**src/clns_pkg.sv**
```systemverilog
// types, constants and microprogram table of the character lcd nibble sequencer
`default_nettype none
package clns_pkg;

    localparam int          PC_W        = 5;
    localparam int          WAIT_W      = 15;

    localparam logic [7:0]  CMD_CLEAR   = 8'h01;
    localparam logic [7:0]  CMD_HOME    = 8'h02;
    localparam logic [7:0]  CMD_SET_ADDR = 8'h80;

    localparam logic [WAIT_W-1:0] WAIT_EN_HIGH  = 15'd1;
    localparam logic [WAIT_W-1:0] WAIT_EN_LOW   = 15'd50;
    localparam logic [WAIT_W-1:0] WAIT_POWER_ON = 15'd20000;
    localparam logic [WAIT_W-1:0] WAIT_WAKE_ONE = 15'd5050;  // low step plus 5000
    localparam logic [WAIT_W-1:0] WAIT_WAKE_TWO = 15'd200;   // low step plus 150
    localparam logic [WAIT_W-1:0] WAIT_SLOW     = 15'd2050;  // low step plus 2000

    localparam logic [PC_W-1:0] PC_INIT = 5'd0;
    localparam logic [PC_W-1:0] PC_BYTE = 5'd25;

    typedef enum logic [1:0] {
        KIND_INIT   = 2'd0,
        KIND_CMD    = 2'd1,
        KIND_DATA   = 2'd2,
        KIND_CURSOR = 2'd3
    } t_kind;

    typedef enum logic [1:0] {
        SRC_CONST = 2'd0,
        SRC_HIGH  = 2'd1,
        SRC_LOW   = 2'd2
    } t_nib_src;

    typedef enum logic [2:0] {
        W_EN_HIGH  = 3'd0,
        W_EN_LOW   = 3'd1,
        W_POWER_ON = 3'd2,
        W_WAKE_ONE = 3'd3,
        W_WAKE_TWO = 3'd4,
        W_SLOW     = 3'd5,
        W_COND     = 3'd6   // slow wait only when the latched command is clear or home
    } t_wait_sel;

    typedef struct packed {
        t_nib_src  src;
        logic [3:0] nib;
        logic      en;
        t_wait_sel wsel;
        logic      last;
    } t_uword;

    function automatic t_uword mk(input t_nib_src src, input logic [3:0] nib,
                                  input logic en, input t_wait_sel wsel,
                                  input logic last);
        t_uword w;
        w.src  = src;
        w.nib  = nib;
        w.en   = en;
        w.wsel = wsel;
        w.last = last;
        return w;
    endfunction

    function automatic t_uword urom(input logic [PC_W-1:0] pc);
        t_uword w;
        unique case (pc)
            5'd0:  w = mk(SRC_CONST, 4'h0, 1'b0, W_POWER_ON, 1'b0);
            5'd1:  w = mk(SRC_CONST, 4'h3, 1'b1, W_EN_HIGH,  1'b0);
            5'd2:  w = mk(SRC_CONST, 4'h3, 1'b0, W_WAKE_ONE, 1'b0);
            5'd3:  w = mk(SRC_CONST, 4'h3, 1'b1, W_EN_HIGH,  1'b0);
            5'd4:  w = mk(SRC_CONST, 4'h3, 1'b0, W_WAKE_TWO, 1'b0);
            5'd5:  w = mk(SRC_CONST, 4'h3, 1'b1, W_EN_HIGH,  1'b0);
            5'd6:  w = mk(SRC_CONST, 4'h3, 1'b0, W_EN_LOW,   1'b0);
            5'd7:  w = mk(SRC_CONST, 4'h2, 1'b1, W_EN_HIGH,  1'b0);
            5'd8:  w = mk(SRC_CONST, 4'h2, 1'b0, W_EN_LOW,   1'b0);
            // function set, four-bit bus, two lines
            5'd9:  w = mk(SRC_CONST, 4'h2, 1'b1, W_EN_HIGH,  1'b0);
            5'd10: w = mk(SRC_CONST, 4'h2, 1'b0, W_EN_LOW,   1'b0);
            5'd11: w = mk(SRC_CONST, 4'h8, 1'b1, W_EN_HIGH,  1'b0);
            5'd12: w = mk(SRC_CONST, 4'h8, 1'b0, W_EN_LOW,   1'b0);
            // display on
            5'd13: w = mk(SRC_CONST, 4'h0, 1'b1, W_EN_HIGH,  1'b0);
            5'd14: w = mk(SRC_CONST, 4'h0, 1'b0, W_EN_LOW,   1'b0);
            5'd15: w = mk(SRC_CONST, 4'hC, 1'b1, W_EN_HIGH,  1'b0);
            5'd16: w = mk(SRC_CONST, 4'hC, 1'b0, W_EN_LOW,   1'b0);
            // clear
            5'd17: w = mk(SRC_CONST, 4'h0, 1'b1, W_EN_HIGH,  1'b0);
            5'd18: w = mk(SRC_CONST, 4'h0, 1'b0, W_EN_LOW,   1'b0);
            5'd19: w = mk(SRC_CONST, 4'h1, 1'b1, W_EN_HIGH,  1'b0);
            5'd20: w = mk(SRC_CONST, 4'h1, 1'b0, W_SLOW,     1'b0);
            // entry mode, with the closing settle time
            5'd21: w = mk(SRC_CONST, 4'h0, 1'b1, W_EN_HIGH,  1'b0);
            5'd22: w = mk(SRC_CONST, 4'h0, 1'b0, W_EN_LOW,   1'b0);
            5'd23: w = mk(SRC_CONST, 4'h6, 1'b1, W_EN_HIGH,  1'b0);
            5'd24: w = mk(SRC_CONST, 4'h6, 1'b0, W_SLOW,     1'b1);
            // single byte from the latched value
            5'd25: w = mk(SRC_HIGH,  4'h0, 1'b1, W_EN_HIGH,  1'b0);
            5'd26: w = mk(SRC_HIGH,  4'h0, 1'b0, W_EN_LOW,   1'b0);
            5'd27: w = mk(SRC_LOW,   4'h0, 1'b1, W_EN_HIGH,  1'b0);
            5'd28: w = mk(SRC_LOW,   4'h0, 1'b0, W_COND,     1'b1);
            default: w = mk(SRC_CONST, 4'h0, 1'b0, W_EN_LOW, 1'b1);
        endcase
        return w;
    endfunction

endpackage
`default_nettype wire

```
**src/char_lcd_nibble_sequencer.sv**
```systemverilog
// microcoded sequencer for four-bit character lcd writes
// a request is taken when start is high and busy low; the step counter and payload
// latch at that edge, then the output registers give one step per cycle with o_strobe
// command, data and set-cursor give 4 steps, init 25;
// the rate is set by the step counter walking the microprogram table one word a cycle
// synchronous active-low reset: idle, line bases 0 and 64
`default_nettype none
module char_lcd_nibble_sequencer (
    input  wire logic        i_clk,
    input  wire logic        i_rst_n,
    input  wire logic        start,
    output logic             busy,
    input  wire logic [1:0]  i_kind,
    input  wire logic [7:0]  i_byte_value,
    input  wire logic        i_row,
    input  wire logic [6:0]  i_column,
    input  wire logic        i_cfg_we,
    input  wire logic        i_cfg_index,
    input  wire logic [6:0]  i_cfg_data,
    output logic             o_strobe,
    output logic             o_register_select,
    output logic [3:0]       o_nibble,
    output logic             o_enable,
    output logic [14:0]      o_wait_us,
    output logic             o_last
);

    logic [6:0]  r_line_one, r_line_two;
    logic        r_busy;
    logic [clns_pkg::PC_W-1:0] r_pc;
    logic [7:0]  r_byte;
    logic        r_rs;
    logic        r_slow;

    logic        r_strobe;
    logic        r_rs_out;
    logic [3:0]  r_nib_out;
    logic        r_en_out;
    logic [14:0] r_wait_out;
    logic        r_last_out;

    clns_pkg::t_uword uw;
    logic [3:0]  n_nib;
    logic [14:0] n_wait;
    logic [6:0]  base;
    logic [7:0]  addr_sum;
    logic [7:0]  n_byte;
    logic        n_rs;
    logic        n_slow;
    logic        accept;

    assign accept = start && !r_busy;
    assign uw     = clns_pkg::urom(r_pc);

    // request decode: which byte goes out and whether it needs the long settle
    always_comb begin
        base     = i_row ? r_line_two : r_line_one;
        addr_sum = {1'b0, base} + {1'b0, i_column};
        n_byte   = i_byte_value;
        n_rs     = 1'b0;
        n_slow   = 1'b0;
        unique case (clns_pkg::t_kind'(i_kind))
            clns_pkg::KIND_INIT: begin
                n_byte = i_byte_value;
            end
            clns_pkg::KIND_CMD: begin
                n_slow = (i_byte_value == clns_pkg::CMD_CLEAR) ||
                         (i_byte_value == clns_pkg::CMD_HOME);
            end
            clns_pkg::KIND_DATA: begin
                n_rs = 1'b1;
            end
            clns_pkg::KIND_CURSOR: begin
                n_byte = clns_pkg::CMD_SET_ADDR | {1'b0, addr_sum[6:0]};
            end
            default: n_byte = i_byte_value;
        endcase
    end

    // datapath driven by the control word
    always_comb begin
        unique case (uw.src)
            clns_pkg::SRC_CONST: n_nib = uw.nib;
            clns_pkg::SRC_HIGH:  n_nib = r_byte[7:4];
            clns_pkg::SRC_LOW:   n_nib = r_byte[3:0];
            default:             n_nib = uw.nib;
        endcase
        unique case (uw.wsel)
            clns_pkg::W_EN_HIGH:  n_wait = clns_pkg::WAIT_EN_HIGH;
            clns_pkg::W_EN_LOW:   n_wait = clns_pkg::WAIT_EN_LOW;
            clns_pkg::W_POWER_ON: n_wait = clns_pkg::WAIT_POWER_ON;
            clns_pkg::W_WAKE_ONE: n_wait = clns_pkg::WAIT_WAKE_ONE;
            clns_pkg::W_WAKE_TWO: n_wait = clns_pkg::WAIT_WAKE_TWO;
            clns_pkg::W_SLOW:     n_wait = clns_pkg::WAIT_SLOW;
            clns_pkg::W_COND:     n_wait = r_slow ? clns_pkg::WAIT_SLOW
                                                  : clns_pkg::WAIT_EN_LOW;
            default:              n_wait = clns_pkg::WAIT_EN_LOW;
        endcase
    end

    always_ff @(posedge i_clk) begin
        if (!i_rst_n) begin
            r_line_one <= 7'd0;
            r_line_two <= 7'd64;
        end else if (i_cfg_we) begin
            if (i_cfg_index) begin
                r_line_two <= i_cfg_data;
            end else begin
                r_line_one <= i_cfg_data;
            end
        end
    end

    always_ff @(posedge i_clk) begin
        if (!i_rst_n) begin
            r_busy   <= 1'b0;
            r_pc     <= clns_pkg::PC_INIT;
            r_strobe <= 1'b0;
        end else begin
            r_strobe <= r_busy;
            if (accept) begin
                r_busy <= 1'b1;
                r_pc   <= (clns_pkg::t_kind'(i_kind) == clns_pkg::KIND_INIT)
                          ? clns_pkg::PC_INIT : clns_pkg::PC_BYTE;
            end else if (r_busy) begin
                if (uw.last) begin
                    r_busy <= 1'b0;
                end else begin
                    r_pc <= r_pc + 1'b1;
                end
            end
        end
    end

    // payload registers, no reset needed
    always_ff @(posedge i_clk) begin
        if (accept) begin
            r_byte <= n_byte;
            r_rs   <= n_rs;
            r_slow <= n_slow;
        end
        if (r_busy) begin
            r_rs_out   <= r_rs;
            r_nib_out  <= n_nib;
            r_en_out   <= uw.en;
            r_wait_out <= n_wait;
            r_last_out <= uw.last;
        end
    end

    assign busy              = r_busy;
    assign o_strobe          = r_strobe;
    assign o_register_select = r_rs_out;
    assign o_nibble          = r_nib_out;
    assign o_enable          = r_en_out;
    assign o_wait_us         = r_wait_out;
    assign o_last            = r_last_out;

endmodule
`default_nettype wire
```
**config.mk**
```make
export PLATFORM = sky130hd
export DESIGN_NAME = char_lcd_nibble_sequencer
export DESIGN_NICKNAME = d
export VERILOG_FILES = /design/src/clns_pkg.sv /design/src/char_lcd_nibble_sequencer.sv
export SDC_FILE = /design/constraint.sdc
export NUM_CORES = 1
export LEC_CHECK = 0
export ABC_CLOCK_PERIOD_IN_PS = 2600
export BUFFER_PORTS_ARGS = -buffer_cell sky130_fd_sc_hd__clkbuf_2
export CAP_MARGIN = 25
export CORE_ASPECT_RATIO = 2
export CORE_UTILIZATION = 50
export DETAILED_ROUTE_END_ITERATION = 8
export PLACE_DENSITY = 0.82
export SLEW_MARGIN = 20
export SYNTH_ARGS = -nofsm -noshare
export SYNTH_HDL_FRONTEND = slang
export SYNTH_SLANG_ARGS = --single-unit
```
**constraint.sdc**
```tcl
create_clock -name i_clk -period 2.6 [get_ports i_clk]
set_input_delay 0.52 -clock i_clk [delete_from_list [all_inputs] [get_ports i_clk]]
set_output_delay 0.52 -clock i_clk [all_outputs]
set_load 0.02 [all_outputs]
```
==> flow_summary_export.csv, run 1 <==
group,metric,value,unit
timing,final-setup-viol-count,0,
cts,cts.reportedPaths.clkPinSlew,0.05,ns
die,initial_utilization,0.5157,
pwr,pwr-share-seq,0.417,
die,floorplan.rows,39,
worst_setup_path,setup.worst_path.class,"primary input to flop",
cells_and_area,total_area_of_sequential_cells,1451,um2
grt,met1_usage_grt,0.1699,
worst_setup_path,worstReg2RegStart,"r_line_one[0]",
die,die-width,56.26,um
cells_and_area,fin_area,3540,um2
worst_setup_path,cp-end-kind,"flop",
routing,num_vias,2258,
cts,cts_sinks,59,
die,core_region_area,5709,um2
logic_synthesis,ranking_of_synthesized_cells_by_instance_count,"dfxtp_1 (32), nand2_1 (32), edfxtp_1 (27), a21oi_1 (20), nor2_1 (18)",
die,die_height,110.5,um
timing,layout_worst_path_cycle_share,0.8974,
timing,clock-skew-final,0.004113,ns
placed_design,placement.io_buffers,51,
cts,ctsHoldBuffers,0,
worst_setup_path,endpoint,"r_byte[6]",
routing,vias_per_cell,5.659,
timing,slew_viol_final,0,
cells_and_area,synthToLayoutAreaGrowth,20.23,%
pwr,leakagePower,1.511,nW
pwr,comb_power_share,0.145,
logic_synthesis,main_combinational_cell_family_by_area_after_synthesis,"compound AO/OA/AOI/OAI gates",
logic_synthesis,synth.distinct_cells,59,
logic_synthesis,synth.yosys.seq_area_share,0.4930,
hold_path,hold_class,"flop to flop",
routing,antenna_violating_nets_post_route,0,
cts,tritoncts.num_buffers,9,
grt,globalRouteMet2Util,0.3778,
timing,rsz0062_at_grt,"no",
cts,cts-htree-levels,3,
placed_design,detailedPlacementHpwl,4.415,mm
logic_synthesis,synthesized_area_fraction_occupied_by_ao_oa_aoi_and_oai_cells,0.1589,
routing,drc,0,
pwr,internal-power,0.001980,W
grt,first_global_vias,2276,
logic_synthesis,synthTopCellsByArea,"edfxtp_1 (28%), dfxtp_1 (22%), ha_1 (5.5%), nand2_1 (4.1%), a21oi_1 (3.4%)",
logic_synthesis,async_reset_ff_frac,0,
worst_setup_path,crit_required,2.66,ns
die,pin_count,54,
timing,fin_setup_tns,0,ns
logic_synthesis,number_of_instances_in_the_synthesized_netlist,278,
logic_synthesis,post_synth_fa_ha_maj_area_fraction,0.06205,
cts,clockRootBuffer,"clkbuf_16",
cells_and_area,fraction_of_final_layout_cells_sized_beyond_drive_strength_1,0.2929,
logic_synthesis,synthSimpleGateAreaFrac,0.1560,
logic_synthesis,ys_seq_elements,59,
cts,cts.repair.resized,0,
grt,antenna_found_initial,0,
timing,final-hold-violation-count,0,
timing,hold_slack,0.4004,ns
logic_synthesis,post_synth_xor_area_fraction,0.02380,
pwr,report.power.total,0.002646,W
cells_and_area,final.fill_count,454,
cells_and_area,layout.nets,377,
logic_synthesis,yosys_most_used_dff,"dfxtp_1",
logic_synthesis,synth.yosys.warnings,0,
logic_synthesis,synth_enable_flop_cells,27,
logic_synthesis,yosys-mux-area-fraction,0.06120,
grt,grt-busiest-layer,"met2",
cells_and_area,antenna_cells_inserted,0,
run,maxCapViolCount,0,
grt,grt_start_max_net_pins,17,
timing,fin_crit,2.333,ns
grt,grtUsageTotal,0.2088,
grt,globalRouteMet3Util,0.04567,
cts,tritoncts,"yes",
pwr,p_switching,0.0006664,W
run_status,outcome,"finished clean",
worst_setup_path,critPathLaunchType,"primary input",
worst_setup_path,r2r_end,"r_byte[6]",
worst_setup_path,arrival,2.40,ns
cts,postCtsSetupRepairBufs,0,
timing,fmaxAchievable,0.4286,GHz
grt,remaining_overflow_grt,0,
die,design.die.area,6218,um2
routing,firstDrtPassIters,4,
placed_design,gp_routability_congestion,0.9010,
logic_synthesis,avgSynthCellArea,10.59,um2
cells_and_area,multiInputGateArea,1368,um2
logic_synthesis,yosysTopAreaCellShare,0.2754,
cts,cts_buffer_depth,2,
routing,detailedRoute.firstIterationViolations,49,
pwr,swShare,0.2518,
pwr,clockPowerShare,0.439,
routing,post_drt_wl_per_cell,15.42,um
pwr,power_density,747.6,nW/um2
worst_setup_path,reg2regPathDepth,9,
pwr,vdd_drop_max,0.6621,mV
routing,wl,6.154,mm
logic_synthesis,synthesis.area,2944,um2
placed_design,placed_area,3244,um2
grt,grt_pass1_wl,9.687,mm
worst_setup_path,timing.reg2reg.setup_slack,0.37,ns
logic_synthesis,netlist.top_cell.by_area,"edfxtp_1",
worst_setup_path,startpoint,"i_row",
worst_setup_path,critical_path.max_fanout,4,
cts,worst_skew_pair.late_latency,0.33,ns
## how the worst min path moves through the flow
| stage | startpoint | end | slack, ns | depth (start not counted) |
|---|---|---|---|---|
| floorplan | uw[4] | o_enable | 0.39 | 0 |
| global placement | uw[4] | o_enable | 0.39 | 0 |
| detailed placement | uw[4] | o_enable | 0.39 | 0 |
| CTS | uw[4] | o_enable | 0.40 | 0 |
| global route | uw[4] | o_enable | 0.40 | 0 |
| finish | uw[4] | o_enable | 0.40 | 0 |
## layer usage
metal	up-vias	wire length (um)	part of all wire
met3	34	250	0.041
met5	-	0	0
met1	1044	1998	0.32
met4	0	415	0.067
met2	84	3490	0.57
li1	1096	-	-
## cell families after synthesis
group	after synthesis
AOI/OAI and AO/OA	64
xor gates and xnor gates	8
adders and majority gates	14
buffers and inverters	27
DFF	59
muxes	17
other	1
and+or+nand+nor	88
## worst max-delay path, stage by stage
cell and delay (ns):
clkbuf_2 0.16, mux2_2 0.37, ha_1 0.22, fa_1 0.42, a21oi_1 0.16, nor2_1 0.06, nor2_1 0.12, o21ai_0 0.13
xnor2_1 0.16, o21ai_0 0.08
## power groups by stage
stage               logic [W]  registers, W  clock network [W]
floorplan            0.000243       0.00115                  0
global placement     0.000364       0.00112                  0
detailed placement   0.000377       0.00112                  0
CTS                  0.000384       0.00110            0.00117
global route         0.000417       0.00111            0.00121
finish               0.000383       0.00110            0.00116
## sequential cells by signal, indices dropped and copies added (netlist names), 4 cells and up
| name | flops |
|---|---|
| uw | 11 |
| o_wait_us | 10 |
| r_byte | 8 |
| r_line_one | 7 |
| r_line_two | 7 |
| r_pc | 5 |
| o_nibble | 4 |
## area by class of cell
type,count,share of cell area
Timing Repair Buffer,57,0.08484
Multi-Input combinational cell,193,0.3864
Tap cell,61,0.02156
Clock inverter,5,0.01485
Inverter,13,0.01379
Sequential cell,59,0.4100
Clock buffer,11,0.06858
## per-stage QoR
stage,setup slack (ns),util,std cells
after floorplan,0.08863,-,279
after global placement,0.08151,0.5683,383
after detailed placement,-0.04699,0.5683,383
after CTS,0.2926,0.6200,399
after global routing,0.1244,0.6200,399
final,0.2668,0.6200,399
## cells in the final DEF, fill, tap and decap left out, types with 3 or more instances in the layout
| cell | Yosys | layout |
|---|---|---|
| clkinv_2 | 0 | 3 |
| nor2_1 | 18 | 18 |
| a21oi_1 | 20 | 20 |
| nor2b_1 | 3 | 3 |
| clkbuf_2 | 0 | 51 |
| nand2_1 | 32 | 32 |
| nand3_1 | 11 | 11 |
| and3_1 | 3 | 3 |
| o21ai_0 | 17 | 17 |
| mux2_2 | 8 | 8 |
| clkbuf_16 | 0 | 9 |
| nand2b_1 | 3 | 3 |
| nor3_1 | 3 | 3 |
| ha_1 | 13 | 13 |
| buf_4 | 5 | 6 |
| dfxtp_1 | 32 | 32 |
| a22oi_1 | 5 | 5 |
| xor2_1 | 3 | 3 |
| mux2i_1 | 9 | 9 |
| xnor2_1 | 5 | 5 |
| inv_1 | 12 | 12 |
| edfxtp_1 | 27 | 27 |
Note: power is estimated with default switching activity, not from simulation.
==> run 2, diff against run 1 <==
--- a/config.mk
+++ b/config.mk
@@ -6,12 +6,13 @@
 export NUM_CORES = 1
 export LEC_CHECK = 0
 export ABC_CLOCK_PERIOD_IN_PS = 2600
-export BUFFER_PORTS_ARGS = -buffer_cell sky130_fd_sc_hd__clkbuf_2
 export CAP_MARGIN = 25
 export CORE_ASPECT_RATIO = 2
 export CORE_UTILIZATION = 50
 export DETAILED_ROUTE_END_ITERATION = 8
-export PLACE_DENSITY = 0.82
+export DONT_BUFFER_PORTS = 1
+export GPL_TIMING_DRIVEN = 0
+export PLACE_DENSITY = 0.74
 export SLEW_MARGIN = 20
 export SYNTH_ARGS = -nofsm -noshare
 export SYNTH_HDL_FRONTEND = slang
==> flow_summary_export.csv, run 2 (same netlist as run 1, synthesis figures left out) <==
group,metric,value,unit
pwr,power_density,740.6,nW/um2
worst_setup_path,cp-end-kind,"flop",
worst_setup_path,setup.worst_path.class,"primary input to flop",
timing,clock-skew-final,0.007162,ns
worst_setup_path,critical_path.max_fanout,7,
timing,hold_slack,0.2698,ns
cts,cts_buffer_depth,2,
die,design.die.area,6218,um2
placed_design,placed_area,3025,um2
worst_setup_path,cp_num_buf_inv,1,
routing,detail_route.wirelength.met1,1.873,mm
grt,antenna_found_initial,0,
timing,rsz0062_at_grt,"no",
cells_and_area,synthToLayoutAreaGrowth,11.73,%
routing,post_drt_wl_per_cell,15.71,um
cts,cts-htree-levels,3,
routing,detailedRoute.firstIterationViolations,41,
cells_and_area,largest_reg_flops,11,
die,pin_count,54,
routing,wl,5.610,mm
timing,final-hold-violation-count,0,
placed_design,placement.io_buffers,0,
timing,fmaxAchievable,0.4168,GHz
timing,timing_worst_slew_pin_value,0.6126,ns
worst_setup_path,critical_path.cell_chain,"clkbuf_2, mux2_2, ha_1, fa_1, a21oi_1, nor2_1, nor2_1, o21ai_0, xnor2_1, o21ai_0",
grt,grt_pass1_wl,8.914,mm
placed_design,preCtsSetupSlack,-0.3264,ns
timing,final-setup-viol-count,0,
cells_and_area,multiInputGateArea,1368,um2
cts,cts_sinks,59,
routing,firstDrtPassIters,4,
routing,vias_per_cell,5.675,
timing,setup_ws,0.2007,ns
cells_and_area,antenna_cells_inserted,0,
timing,layout_worst_path_cycle_share,0.9228,
cells_and_area,final.fill_count,499,
cells_and_area,final_common_cell,"nand2_1",
worst_setup_path,critPathLaunchType,"primary input",
placed_design,detailedPlacementHpwl,4.126,mm
grt,grtUsageTotal,0.1919,
cells_and_area,fraction_of_final_layout_cells_sized_beyond_drive_strength_1,0.1588,
routing,detailroute.wirelength.met2,3.232,mm
cts,cts.reportedPaths.clkPinSlew,0.05,ns
cts,tritoncts.num_buffers,9,
cells_and_area,mostFrequentLayoutCells,"nand2_1 (32), dfxtp_1 (31), edfxtp_1 (27)",
routing,antenna_violating_nets_post_route,0,
routing,met3_length,252,um
hold_path,hold_class,"primary input to flop",
cells_and_area,total_area_of_sequential_cells,1455,um2
routing,num_vias,2026,
cts,worst_skew_pair.late_latency,0.32,ns
cells_and_area,layout.nets,335,
worst_setup_path,critical-path-slowest-cell,"fa_1",
routing,drc,0,
grt,grt_start_max_net_pins,20,
grt,first_global_vias,2024,
die,die-width,56.26,um
worst_setup_path,crit_required,2.66,ns
run,maxCapViolCount,0,
worst_setup_path,critical-path-top-delay-family,"adder cells",
cts,tritoncts,"yes",
pwr,vdd_drop_max,0.7187,mV
worst_setup_path,arrival,2.46,ns
die,floorplan.rows,39,
run_status,outcome,"finished clean",
timing,fin_crit,2.399,ns
grt,remaining_overflow_grt,0,
die,initial_utilization,0.5157,
die,core_region_area,5709,um2
placed_design,gp_routability_congestion,0.9044,
worst_setup_path,slowest_delay,0.42,ns
cells_and_area,fin_area,3289,um2
cts,clockRootBuffer,"clkbuf_16",
die,die_height,110.5,um
pwr,leakagePower,1.299,nW
timing,slew-limit-headroom,0.5901,
routing,dr.max_layer_used,"met4",
timing,slew_viol_final,0,
run 2: cell count changes in the layout (fill, tap and decap cells not counted), sizes merged:
cell | previous run | this run
bufinv | 1 | 0
clkbuf | 62 | 18
buf | 6 | 8
clkinv | 3 | 5
clkinvlp | 1 | 0
run 2: final cells by class:
class,count,area share
buffer,14,0.02472
clock buffer,11,0.07075
clock inverter,5,0.006086
inverter,13,0.01483
multi-input combinational,193,0.4157
sequential,59,0.4424
tap,61,0.02320
timing repair buffer,1,0.002282
run 2: worst reg2reg max path: stages (launching register included):
cell	delay, ns
dfxtp_4	0.49
buf_6	0.18
nand2b_4	0.20
nand2_1	0.12
a221oi_4	0.38
inv_1	0.15
ha_1	0.33
a22o_1	0.23
a22o_1	0.20
run 2: worst paths after layout:
check / from / endpoint / slack [ns] / cells after the start
min: i_rst_n / r_line_two[6] / 0.27 / 1
max: i_row / r_byte[6] / 0.20 / 10
min reg2reg: uw[4] / o_enable / 0.40 / 0
max reg2reg: busy / uw[6] / 0.21 / 8
run 2: repair_timing:
item / CTS / global route
setup endpoints to repair: 8 / 2
setup buffers: 0 / 1
hold buffers: 0 / 0
gates resized for setup: 1 / 1
run 2: per-layer routing:
metal  track usage  vias up
li1              -     1011
met4        0.1187        0
met1        0.1644      945
met5             0        -
met2        0.3563       54
met3       0.06909       16
run 2: where the power goes:
part           leakage, nW  internal (W)  switching (W)
combinational        0.651      0.000132       0.000165
sequential           0.525       0.00106      0.0000775
clock                0.123      0.000627       0.000372
total                 1.30       0.00182       0.000614
run 2: through the flow:
step                total power (W)  std cells  utilization  setup TNS, ns
global placement           0.001441        340       0.5299         -1.044
CTS                        0.002459        356       0.5744              0
floorplan                  0.001391        279            -              0
finish                     0.002436        357       0.5762              0
detailed placement         0.001451        340       0.5299         -1.377
global route               0.002537        357       0.5762              0
